### src/design/v4n_pkg.sv
package v4n_pkg;

  localparam int COMP_W    = 32;
  localparam int FRAC_W    = 16;
  localparam int SQ_W      = 2 * COMP_W;
  localparam int SUM_W     = SQ_W + 1;
  localparam int LEN_W     = COMP_W + 1;
  localparam int QUO_W     = FRAC_W + 1;
  localparam int SQRT_STG  = LEN_W;
  localparam int DIV_STG   = QUO_W;
  localparam int LANES     = 4;
  localparam int VEC_W     = LANES * COMP_W;

  function automatic logic [COMP_W-1:0] mag_of(input logic [COMP_W-1:0] raw);
    mag_of = raw[COMP_W-1] ? (~raw + COMP_W'(1)) : raw;
  endfunction

endpackage

### src/design/v4n_sq_lane.sv
module v4n_sq_lane (
  input  logic                             clk,
  input  logic                             en,
  input  logic [v4n_pkg::COMP_W-1:0]       raw,
  output logic [v4n_pkg::SQ_W-1:0]         sq_r
);

  logic [v4n_pkg::COMP_W-1:0] mag;
  logic [v4n_pkg::SQ_W-1:0]   sq_nxt;

  assign mag    = v4n_pkg::mag_of(raw);
  assign sq_nxt = {{v4n_pkg::COMP_W{1'b0}}, mag} * {{v4n_pkg::COMP_W{1'b0}}, mag};

  always_ff @(posedge clk) begin
    if (en) begin
      sq_r <= sq_nxt;
    end
  end

endmodule

### config.mk
export PLATFORM = sky130hd
export DESIGN_NAME = v4n_sq_lane
export DESIGN_NICKNAME = d
export VERILOG_FILES = /design/src/design/v4n_pkg.sv /design/src/design/v4n_sq_lane.sv
export SDC_FILE = /design/constraint.sdc
export NUM_CORES = 2
export LEC_CHECK = 0
export BUFFER_PORTS_ARGS = -buffer_cell sky130_fd_sc_hd__buf_2
export CAP_MARGIN = 20
export CORE_ASPECT_RATIO = 0.9
export CORE_UTILIZATION = 32
export DETAILED_ROUTE_END_ITERATION = 10
export MAX_ROUTING_LAYER = met4
export PLACE_DENSITY = 0.43
export REMOVE_ABC_BUFFERS = 1
export SLEW_MARGIN = 10
export SYNTH_ARGS = -nofsm -noshare
export SYNTH_HDL_FRONTEND = slang
export SYNTH_SLANG_ARGS = --single-unit
### constraint.sdc
create_clock -name clk -period 12.36 [get_ports clk]
set_input_delay 0 -clock clk [delete_from_list [all_inputs] [get_ports clk]]
set_output_delay 0 -clock clk [all_outputs]
set_load 0.02 [all_outputs]
# Word-level counts from Yosys, hierarchy flattened

Cells that the tools add are included.

Register bits after elaboration: 64
Latch bits: 0
RAM bits: 0
ROM bits: 0
Input bits: 34
Output and inout port bits: 64
Word-level logic and storage cells: 5
Memories: 0

Add/subtract/negate cells: 1
Multiply operators: 1
Divide/modulo/power cells: 0
Magnitude comparators: 0
Equality and inequality tests: 0
Shift-type cells: 0
Mux-type cells: 1
Bitwise operators: 1
Reductions and logical operators: 0

Operator list:

| operator                                       | number |
|---|---|
| multiplier 32 x 32 -> 64 bit                   | 1 |
| adder 32 x 1 -> 32 bit (second input constant) | 1 |
| two-way mux 32 bit                             | 1 |
| NOT 32 bit                                     | 1 |

# Depth between registers and ports, before layout

Word-level depth: 4
Gate-level depth with buffers: 39
Depth with buffers taken out: 35

# Worst setup path before layout

Ideal clock, no wire load.

Path kind: input -> register
Start: in raw[0] in the netlist's numbering
End: reg sq_r[55] in the netlist's numbering, data pin
Library setup time: 0.267 ns
Data arrival time: 9.435 ns
Required time: 12.093 ns
Slack: 2.658 ns
Stages on the path: 34
Buffers on the path: 3
Cells stage by stage: inv_1 > clkbuf_1 > clkbuf_1 > ha_1 > inv_1 > or4_1 > or4_1 > nand2b_1 > nand2_1 > xnor2_1 > clkinv_1 > clkbuf_1 > nor2_1 > ha_1 > xor2_1 > fa_1 > inv_1 > fa_1 > fa_1 > inv_1 > fa_1 > fa_1 > fa_1 > fa_1 > ha_1 > and2_1 > and3_1 > a221oi_1 > a21oi_1 > a211oi_1 > o31a_1 > o31a_1 > o21ai_0 > xor2_1

Word-level cells in the longest chain between the ends: 4

RTL lines:

| element                        | line              | text |
|---|---|---|
| start, declared                | v4n_sq_lane.sv:4  | `input logic [v4n_pkg::COMP_W-1:0] raw,` |
| NOT 32 bit                     | v4n_pkg.sv:15     | `mag_of = raw[COMP_W-1] ? (~raw + COMP_W'(1)) : raw;` |
| adder 32 x 1 -> 32 bit         | v4n_pkg.sv:15     |  |
| two-way mux 32 bit *           | v4n_pkg.sv:15     |  |
| multiplier 32 x 32 -> 64 bit * | v4n_sq_lane.sv:12 | `assign sq_nxt = {{v4n_pkg::COMP_W{1'b0}}, mag} * {{v4n_pkg::COMP_W{1'b0}}, mag};` |
| named net sq_nxt, one bit      | v4n_sq_lane.sv:9  | `logic [v4n_pkg::SQ_W-1:0] sq_nxt;` |
| end signal, assigned           | v4n_sq_lane.sv:16 | `sq_r <= sq_nxt;` |
| end, declared                  | v4n_sq_lane.sv:5  | `output logic [v4n_pkg::SQ_W-1:0] sq_r` |

The timed path passes the listed nets; every way through them passes the cells marked *.
A chain may end at the register's enable or synchronous reset.

# Final worst setup path

Start: in raw[2] in the netlist's numbering
End: reg sq_r[50] in the netlist's numbering, data pin

The elaborated chain is that of the path after synthesis.

==> metrics <==
result of the run completed; via count about 21000; number of flip-flops in the largest register between 60 and 70; Async S/R FF share, synth 0; antenna violations before repair 4; dominant cells by area after synthesis fa_1 (51%), inv_1 (12%), ha_1 (11%), edfxtp_1 (6.1%), nor2_1 (3.5%); proportion of synthesized chip area in sequential cells 0.06085; aggregate routed wire length 99.03 mm; post-placement setup slack between 1 and 1.5 ns; crit path kind in2reg; Yosys cell types between 60 and 70; nature of the critical path startpoint primary input; number of buffer and inverter stages on the critical path 6; Most flops, register sq_r; hold buffers post-CTS 0; top flop regs sq_r (63); total of max-cap violations 0; cell seen most often among critical-path stages fa_1; I/O pin cnt ~100; final net count 4502; Slowest cell on crit path inv_1; synth warn 0; Slew @ Worst Pin approximately 1.1 ns; final cell count without fillers about 4700; Max Freq 93.55 MHz; biggest cell delay along the critical path roughly 0.84 ns; part of the cycle the worst path needs 0.8648; share of layout cells above drive strength 1 0.06362; die footprint roughly 98000 µm²; total of buffers placed on input and output ports between 90 and 100; Floorplan Core Area between 90000 and 100000 µm²; ys flop type edfxtp_1; critical path endpoint category flip-flop; Post-Place Cell Area 33490 µm²; Clock Tree Buf Depth 2; detailed-placement wirelength estimate a little over 80 mm; via count of the first global-routing pass around 23000; class of the worst hold path in2reg; Design Area, Final about 34000 µm²; unrepaired setup endpoints after global routing false; Worst Path Arrival ~11 ns; minimum setup slack in the final design 1.671 ns; cell count after placement about 4600; Chip Height 297.7 µm; # resized after CTS 0; first-pass GRT wire length 151.2 mm; launch instance of the worst min-delay path raw[0]; die boundary width about 330 µm; CTS H-tree lvls 3; critical path data required time roughly 12 ns; register bit total from synthesis 63; number of instances in the synthesized netlist between 3000 and 4000; root cell of the clock tree clkbuf_16; total negative setup slack 0 ns; Initial Util 0.3227; number of inserted diodes 0; Site Rows between 100 and 150; clock-pin slew of the registers on the worst-case setup and hold paths about 0.060 ns; netlist area before placement around 31000 µm²; violation count after the first detailed-routing iteration between 1000 and 1500; average routed wire per standard cell approximately 21 µm; number of failing setup endpoints in the final timing report 0; synthesis-to-layout area growth 8.575%; Rel. slew slack 0.2572; area of the multi-input gates around 25000 µm²; GPL Wtd Cong 0.8860; Synth top area share 0.5119; maximum number of pins on one net before global-route repair 64; hold violation count in the final report 0; iteration count of the initial detailed-routing pass 5; per-cell via count in the routed design between 4 and 5; number of clock buffers inserted by TritonCTS 9; total grt overflow 0; Synth Area per Inst ~9.4 µm²; number of sinks on the clock net 63; EDFF count, synth 63; clock tree from TritonCTS built; Worst path top cell family by delay adder cells; sequential cell area between 1500 and 2000 µm²; start point of the critical path raw[2]; DRC violations left 0; number of buffers inserted to repair setup after CTS 0; max-slew violations 0; overall track demand over capacity in global routing 0.2159; library cell occupying the most area in the post-synthesis netlist fa_1; post-route ant nets 0; largest fanout on the critical path 20; fill cell instance count of the final layout 10126; minimum period implied by the final worst setup slack 10.69 ns
[layer usage]
layer  GRT usage  wire length (µm)
met4     0.03171              1459
met2      0.3396             46620
met1      0.3064             46680
met5           -                 0
met3     0.02250              4269
[final timing paths]
path	to	slack, ns	depth (start not counted)
worst min-delay path	sq_r[0]	0.12	1
worst max-delay path	sq_r[50]	1.67	30
[synthesized netlist by cell type, drive strengths merged, types with 9 or more instances]
cell type,n
nand4,18
and3,11
inv,1003
nor3,9
xnor2,62
o31ai,10
ha,283
clkbuf,92
a21o,48
o21a,9
nand3,16
fa,795
nor2b,10
edfxtp,63
nor2,287
xor2,59
o21ai,53
buf,9
nand2,283
o21bai,10
a21oi,73
[layout make-up]
class / instances / share of cell area
Sequential cell: 63 / 0.05604
Clock inverter: 6 / 0.001112
Inverter: 1009 / 0.1123
Tap cell: 1265 / 0.04688
Multi-Input combinational cell: 2153 / 0.7497
Timing Repair Buffer: 154 / 0.02720
Clock buffer: 10 / 0.006783
[cell families (layout without fill, tap and decap cells)]
family                     count (synthesis)  after routing  synth area share
buffers and inverters                   1110           1179            0.1344
adders and majority gates               1078           1078            0.6258
and+or+nand+nor                          676            676           0.09163
AOI/OAI and AO/OA                        249            249           0.05191
xor gates and xnor gates                 121            121           0.03457
DFF                                       63             63           0.06084
other                                      2             27         0.0002415
muxes                                      2              2         0.0006841
[stage by stage]
step,util,hold WS (ns)
floorplan,-,0.09887
global placement,0.3476,0.4430
detailed placement,0.3476,0.4441
CTS,0.3504,0.09999
global route,0.3504,0.1064
finish,0.3504,0.1240
[layout by cell type (no fill, tap or decap), types with 5 or more instances in the layout]
master     instances
or4_1              5
a21o_1            48
nor2_1           286
nand3_1           16
o21ai_0           53
o21a_1             8
buf_2             95
a211oi_1           5
o21bai_1          10
xor2_2             8
fa_1             795
and2_1             6
a31o_2             5
buf_4             59
ha_1             283
nor2b_1           10
nand4_1           18
conb_1            27
inv_2              5
xnor2_1           51
nor3_1             9
inv_1            997
a31oi_1            5
edfxtp_1          63
and3_1            11
o31ai_1            9
xnor2_2            7
clkbuf_16          9
a21oi_1           73
xor2_1            50
clkinv_1           6
nand2_1          283
Power is not shown: default switching activity piles up to over one toggle a cycle in this logic, so the estimate is an artifact.
