File: src/design/v4n_pkg.sv
package v4n_pkg;

  localparam int COMP_W    = 32;
  localparam int FRAC_W    = 16;
  localparam int SQ_W      = 2 * COMP_W;
  localparam int SUM_W     = SQ_W + 1;
  localparam int LEN_W     = COMP_W + 1;
  localparam int QUO_W     = FRAC_W + 1;
  localparam int SQRT_STG  = LEN_W;
  localparam int DIV_STG   = QUO_W;
  localparam int LANES     = 4;
  localparam int VEC_W     = LANES * COMP_W;

  function automatic logic [COMP_W-1:0] mag_of(input logic [COMP_W-1:0] raw);
    mag_of = raw[COMP_W-1] ? (~raw + COMP_W'(1)) : raw;
  endfunction

endpackage

File: src/design/v4n_div_lane.sv
module v4n_div_lane (
  input  logic                         clk,
  input  logic                         en,
  input  logic [v4n_pkg::COMP_W-1:0]   raw,
  input  logic [v4n_pkg::LEN_W-1:0]    len,
  output logic [v4n_pkg::COMP_W-1:0]   res,
  output logic [v4n_pkg::LEN_W-1:0]    len_out
);

  localparam int N  = v4n_pkg::DIV_STG;
  localparam int RW = v4n_pkg::COMP_W + v4n_pkg::FRAC_W;
  localparam int DW = RW + 2;

  logic [RW-1:0]                   rem_r [N];
  logic [v4n_pkg::QUO_W-1:0]       quo_r [N];
  logic [v4n_pkg::LEN_W-1:0]       len_r [N];
  logic [v4n_pkg::COMP_W-1:0]      raw_r [N];
  logic [v4n_pkg::COMP_W-1:0]      qx;

  for (genvar k = 0; k < N; k++) begin : g_stg
    localparam int J = N - 1 - k;
    logic [RW-1:0]                 rem_in;
    logic [v4n_pkg::QUO_W-1:0]     quo_in;
    logic [v4n_pkg::LEN_W-1:0]     len_in;
    logic [v4n_pkg::COMP_W-1:0]    raw_in;
    logic [DW-1:0]                 dsh;
    logic                          ge;

    if (k == 0) begin : g_first
      assign rem_in = {v4n_pkg::mag_of(raw), {v4n_pkg::FRAC_W{1'b0}}};
      assign quo_in = '0;
      assign len_in = len;
      assign raw_in = raw;
    end else begin : g_next
      assign rem_in = rem_r[k-1];
      assign quo_in = quo_r[k-1];
      assign len_in = len_r[k-1];
      assign raw_in = raw_r[k-1];
    end

    assign dsh = {{(DW-v4n_pkg::LEN_W){1'b0}}, len_in} << J;
    assign ge  = {2'b00, rem_in} >= dsh;

    always_ff @(posedge clk) begin
      if (en) begin
        rem_r[k] <= ge ? rem_in - dsh[RW-1:0] : rem_in;
        quo_r[k] <= ge ? (quo_in | (v4n_pkg::QUO_W'(1) << J)) : quo_in;
        len_r[k] <= len_in;
        raw_r[k] <= raw_in;
      end
    end
  end

  assign qx = {{(v4n_pkg::COMP_W-v4n_pkg::QUO_W){1'b0}}, quo_r[N-1]};

  // zero length passes the component through
  always_comb begin
    if (len_r[N-1] == '0) begin
      res = raw_r[N-1];
    end else if (raw_r[N-1][v4n_pkg::COMP_W-1]) begin
      res = ~qx + v4n_pkg::COMP_W'(1);
    end else begin
      res = qx;
    end
  end

  assign len_out = len_r[N-1];

endmodule

File: config.mk
export PLATFORM = sky130hd
export DESIGN_NAME = v4n_div_lane
export DESIGN_NICKNAME = d
export VERILOG_FILES = /design/src/design/v4n_pkg.sv /design/src/design/v4n_div_lane.sv
export SDC_FILE = /design/constraint.sdc
export NUM_CORES = 2
export LEC_CHECK = 0
export ABC_CLOCK_PERIOD_IN_PS = 7000
export BUFFER_PORTS_ARGS = -buffer_cell sky130_fd_sc_hd__buf_2
export CAP_MARGIN = 0
export CELL_PAD_IN_SITES_DETAIL_PLACEMENT = 1
export CELL_PAD_IN_SITES_GLOBAL_PLACEMENT = 2
export CORE_MARGIN = 2
export CORE_UTILIZATION = 45
export DETAILED_ROUTE_END_ITERATION = 10
export PLACE_DENSITY_LB_ADDON = 0.1
export SYNTH_ARGS = -nofsm -noshare
export SYNTH_HDL_FRONTEND = slang
export SYNTH_SLANG_ARGS = --single-unit
File: constraint.sdc
create_clock -name clk -period 7 [get_ports clk]
set_input_delay 0.35 -clock clk [delete_from_list [all_inputs] [get_ports clk]]
set_output_delay 0.35 -clock clk [all_outputs]
set_load 0.02 [all_outputs]
Yosys cells after proc, flatten, opt, wreduce, memory -nomap -nowiden

Memory sizes are Yosys's and may differ from the RTL's.
Cells that the tools add are included.

$add $sub $neg: 19
Magnitude comparators: 17
Muxes and demuxes: 39
Bitwise gates (word level): 2
Reductions and logical operators: 1

Operator list:

| operator                                       | count |
|---|---|
| two-way mux 48 bit                             | 17 |
| two-way mux 32 bit                             | 3 |
| subtractor 48 bit                              | 2 |
| adder 32 x 1 -> 32 bit (second input constant) | 2 |
| greater-or-equal comparator 48 x 49 -> 1 bit   | 1 |
| greater-or-equal comparator 48 x 33 -> 1 bit   | 1 |
| greater-or-equal comparator 48 x 34 -> 1 bit   | 1 |
| greater-or-equal comparator 48 x 35 -> 1 bit   | 1 |
| greater-or-equal comparator 48 x 36 -> 1 bit   | 1 |
| greater-or-equal comparator 48 x 37 -> 1 bit   | 1 |
| greater-or-equal comparator 48 x 38 -> 1 bit   | 1 |
| greater-or-equal comparator 48 x 39 -> 1 bit   | 1 |
| greater-or-equal comparator 48 x 40 -> 1 bit   | 1 |
| greater-or-equal comparator 48 x 41 -> 1 bit   | 1 |
| greater-or-equal comparator 48 x 42 -> 1 bit   | 1 |
| greater-or-equal comparator 48 x 43 -> 1 bit   | 1 |
| greater-or-equal comparator 48 x 44 -> 1 bit   | 1 |
| greater-or-equal comparator 48 x 45 -> 1 bit   | 1 |
| greater-or-equal comparator 48 x 46 -> 1 bit   | 1 |
| greater-or-equal comparator 48 x 47 -> 1 bit   | 1 |
| greater-or-equal comparator 48 bit             | 1 |
| subtractor 48 x 33 -> 48 bit                   | 1 |
| subtractor 48 x 34 -> 48 bit                   | 1 |
| subtractor 48 x 35 -> 48 bit                   | 1 |
| other kinds (32)                               | 34 |

Register bits after elaboration: 0
Memory bits (writable): 2210
Input port bits: 67
Output and inout port bits: 65
Word-level logic and storage cells: 82
Memories kept: 4

Memories:

| name  | words | bits a word | read ports | clocked after memory_dff | write ports | RTL line           | source |
|---|---|---|---|---|---|---|---|
| rem_r | 17    | 48          | 16         | 0                        | 17          | v4n_div_lane.sv:14 | `logic [RW-1:0] rem_r [N];` |
| len_r | 17    | 33          | 17         | 0                        | 17          | v4n_div_lane.sv:16 | `logic [v4n_pkg::LEN_W-1:0] len_r [N];` |
| raw_r | 17    | 32          | 17         | 0                        | 17          | v4n_div_lane.sv:17 | `logic [v4n_pkg::COMP_W-1:0] raw_r [N];` |
| quo_r | 17    | 17          | 17         | 0                        | 17          | v4n_div_lane.sv:15 | `logic [v4n_pkg::QUO_W-1:0] quo_r [N];` |

Depth between registers and ports, before layout

Depth after elaboration: 5
Depth in mapped cells: 24
Gate-level depth less buffers: 23

Worst setup path after synthesis

OpenSTA, ideal clock, no wires.

Kind: in2reg
Start: in raw[7] (netlist name)
End: mem rem_r[0][18] (netlist name) (data pin)
Library setup time: 270 ps
Arrival: 4852 ps
Path slack: 1877 ps
Stages: 19
Cells stage by stage: or4_1 > or3_1 > or3_1 > or4_1 > o41ai_1 > xnor2_1 > ha_1 > nand4_1 > nor2_1 > nand2_1 > nor3_1 > nand2b_1 > o22ai_1 > o21ai_0 > a21oi_1 > inv_1 > buf_1 > clkbuf_1 > a21oi_1

RTL lines:

| what            | RTL line           | source |
|---|---|---|
| start, declared | v4n_div_lane.sv:4  | `input logic [v4n_pkg::COMP_W-1:0] raw,` |
| end, declared   | v4n_div_lane.sv:14 |  |

==> impl_metrics.json <==
{
  "cts-resized-gates": 0,
  "cts_buffer_depth": 3,
  "synth-edff-count": 1890,
  "syn-num-nets": 8519,
  "drtIter0Drc": 3486,
  "antenna_found_initial": 3,
  "critPathMaxFanout": 29,
  "multi_input_area_mm2": 0.0353,
  "drc_errors": 0,
  "rsz0062_at_grt": "no",
  "synth_area_per_cell_um2": 12.1,
  "peakVddDrop_mv": 0.266,
  "fill_cells": 21600,
  "nets": 8785,
  "clk-insertion-delay-late_ns": 0.89,
  "wirelength_mm": 238,
  "ys.flop_type": "edfxtp_1",
  "gp_congestion": 0.863,
  "boundaryPins": 132,
  "critPathArrivalTime_ns": 6.48,
  "fin_hold_ws_ns": 0.0920,
  "start_util_pct": 45.4,
  "grt_pass1_vias": 63100,
  "rows": 168,
  "finalClockSkew_ns": 0.0848,
  "area_growth_pct": 12.2,
  "avgViaCountPerCell": 5.44,
  "final_util_pct": 50.9,
  "async_flop_share_pct": 0,
  "yosysUniqueCellTypes": 95,
  "syn_inst": 7875,
  "drt-wirelength-per-cell_um": 21.4,
  "synth_area_mm2": 0.0953,
  "hp-class": "input port to flop",
  "synth_seq_cells": 1890,
  "postCtsSetupBuffers": 0,
  "setup-tns-final_ns": 0,
  "crit_required_ns": 7.55,
  "grt_max_degree": 188,
  "powerDensity_mw_per_mm2": 407,
  "register_area_mm2": 0.0568,
  "cts_buffers": 203,
  "grt_overflow": 0,
  "maxSlewViolCount": 0,
  "hold_violations": 0,
  "cts_sinks": 1890,
  "grt_pass1_wl_mm": 369,
  "max_cap_violations": 0,
  "clkTransAtPathRegs_ns": 0.06,
  "relSlewSlack_pct": 22.9,
  "max_freq_mhz": 169,
  "hpwl_mm": 182,
  "yosysWarnings": 0,
  "fin_crit_ns": 5.93,
  "setup_violations": 0,
  "io_buffer_count": 131,
  "grt.total_usage_pct": 21.9,
  "status": "finished, final reports clean",
  "antenna_left": 0,
  "hold_buffers": 65,
  "cts_root_buffer": "clkbuf_16",
  "worstSetupStartpointType": "input port",
  "dieWidth_um": 464,
  "core-area_mm2": 0.210,
  "htree_levels": 4,
  "worst_pin_slew_ns": 1.15,
  "drt_first_pass_iters": 5,
  "die_h_um": 464,
  "critPathKind": "input port to flop",
  "leakagePower_nw": 41.6,
  "end_kind": "flop",
  "period_share_pct": 84.7,
  "vias": 60600,
  "drive_gt1_share_pct": 8.62,
  "die_area_mm2": 0.215,
  "cts_tree": "built",
  "seq_area_frac_synth_pct": 59.6
}
-- through the flow --
step | area [um^2] | setup slack [ns] | instances | total power, W
final | 107000 | 1.07 | 11100 | 0.0436
after CTS | 107000 | 1.13 | 11100 | 0.0440
after floorplan | 95300 | 1.88 | 7875 | 0.0281
after detailed placement | 99300 | 0.819 | 10700 | 0.0328
after global routing | 107000 | 0.681 | 11100 | 0.0463
after global placement | 99300 | 0.762 | 10700 | 0.0325
-- layer usage --
layer  wire length (um)  GRT usage (%)  vias up
li1                   -              -    29600
met1             105000           27.8    30000
met2             121000           39.3      734
met3               6200           2.49      308
met4               5730           5.71        0
met5                  0              0        -
-- placed cells by master (no fill, tap or decap), types with 20 or more instances in the layout --
cell type / count
ha_1: 561
nand3_1: 116
xor2_1: 249
a21oi_1: 720
a31oi_1: 54
o21ai_0: 442
edfxtp_1: 1890
inv_1: 694
nor2_1: 494
and2_1: 30
clkbuf_16: 203
clkbuf_1: 32
mux2_2: 138
a211o_1: 20
nand2_1: 488
buf_2: 130
clkinv_2: 39
o31ai_1: 37
xnor2_1: 347
o31a_1: 25
nor3_1: 98
o211ai_1: 21
dlygate4sd3_1: 65
a21o_1: 274
or2_2: 25
o21bai_1: 60
a211oi_1: 41
or3_1: 44
clkinv_1: 38
nor4_1: 59
and3_1: 56
nand4_1: 102
o21a_1: 90
nand2b_1: 97
nor2b_1: 87
bufinv_16: 26
buf_4: 44
-- path summary, 6_finish.rpt --
path | end | slack, ns | from | depth (start not counted)
hold reg to reg | raw_r[0][148] | 0.37 | raw_r[0][116] | 0
hold / removal | raw_r[0][31] | 0.09 | raw[31] | 1
setup reg to reg | rem_r[0][233] | 2.02 | len_r[0][99] | 12
setup / recovery | rem_r[0][31] | 1.07 | raw[6] | 21
-- critical path, stage by stage --
cell           delay [ns]
dlygate4sd3_1        0.55
buf_2                0.16
or4_1                0.55
or3_1                0.36
or3_1                0.46
nor4_1               0.56
nand3_1              0.49
o31ai_1              0.43
xnor2_1              0.18
ha_1                 0.32
nor2b_1              0.15
o21ai_0              0.16
nand2b_1             0.11
a21oi_1              0.17
o21ai_0              0.10
nand2_1              0.06
o21ai_0              0.07
a21oi_1              0.55
inv_1                0.13
buf_4                0.28
mux2_2               0.31
-- cells by family (layout without fill, tap and decap cells) --
group                    Yosys count  count (layout)  share of synthesized area [%]
multiplexers                     147             147                           1.74
AO/OA/AOI/OAI                   1991            1991                           12.9
buffers and inverters            884            1323                           3.54
flip-flops                      1890            1890                           59.6
XOR/XNOR                         596             596                           5.48
other                              0               6                              0
adder cells (fa/ha/maj)          577             577                           7.70
AND/OR/NAND/NOR                 1790            1790                           9.08
-- sequential cells by signal, summed over array words and instances, names as in the netlist --
register  count
quo_r       153
len_r       561
raw_r       544
rem_r       632
-- power breakdown --
part,internal (W),switching (W),total [W]
Sequential,0.0156,0.00157,0.0171
Clock,0.00634,0.00461,0.0109
Combinational,0.00657,0.00893,0.0155
-- cells in the mapped netlist (62+ instances only) --
| cell | number | area share (%) |
|---|---|---|
| nand2_1 | 488 | 1.9 |
| xnor2_1 | 347 | 3.2 |
| edfxtp_1 | 1890 | 60 |
| inv_1 | 694 | 2.7 |
| nand2b_1 | 97 | 0.64 |
| o21a_1 | 90 | 0.71 |
| nor2_1 | 495 | 1.9 |
| xor2_1 | 249 | 2.3 |
| mux2_2 | 138 | 1.6 |
| ha_1 | 561 | 7.4 |
| clkbuf_1 | 149 | 0.59 |
| nand3_1 | 117 | 0.61 |
| a21oi_1 | 720 | 3.8 |
| nand4_1 | 102 | 0.67 |
| nor3_1 | 99 | 0.52 |
| a21o_1 | 274 | 2.2 |
| o21ai_0 | 443 | 2.3 |
| nor2b_1 | 88 | 0.58 |
| o21bai_1 | 62 | 0.49 |
-- final cells by class --
class | instances | area share [%]
Antenna cell | 6 | 0.0140
Clock inverter | 143 | 1.62
Multi-Input combinational cell | 5101 | 33.0
Inverter | 696 | 2.44
Tap cell | 2805 | 3.28
Timing Repair Buffer | 249 | 1.71
Sequential cell | 1890 | 53.1
Clock buffer | 235 | 4.86
No activity file was read; power rests on OpenSTA's default activity.
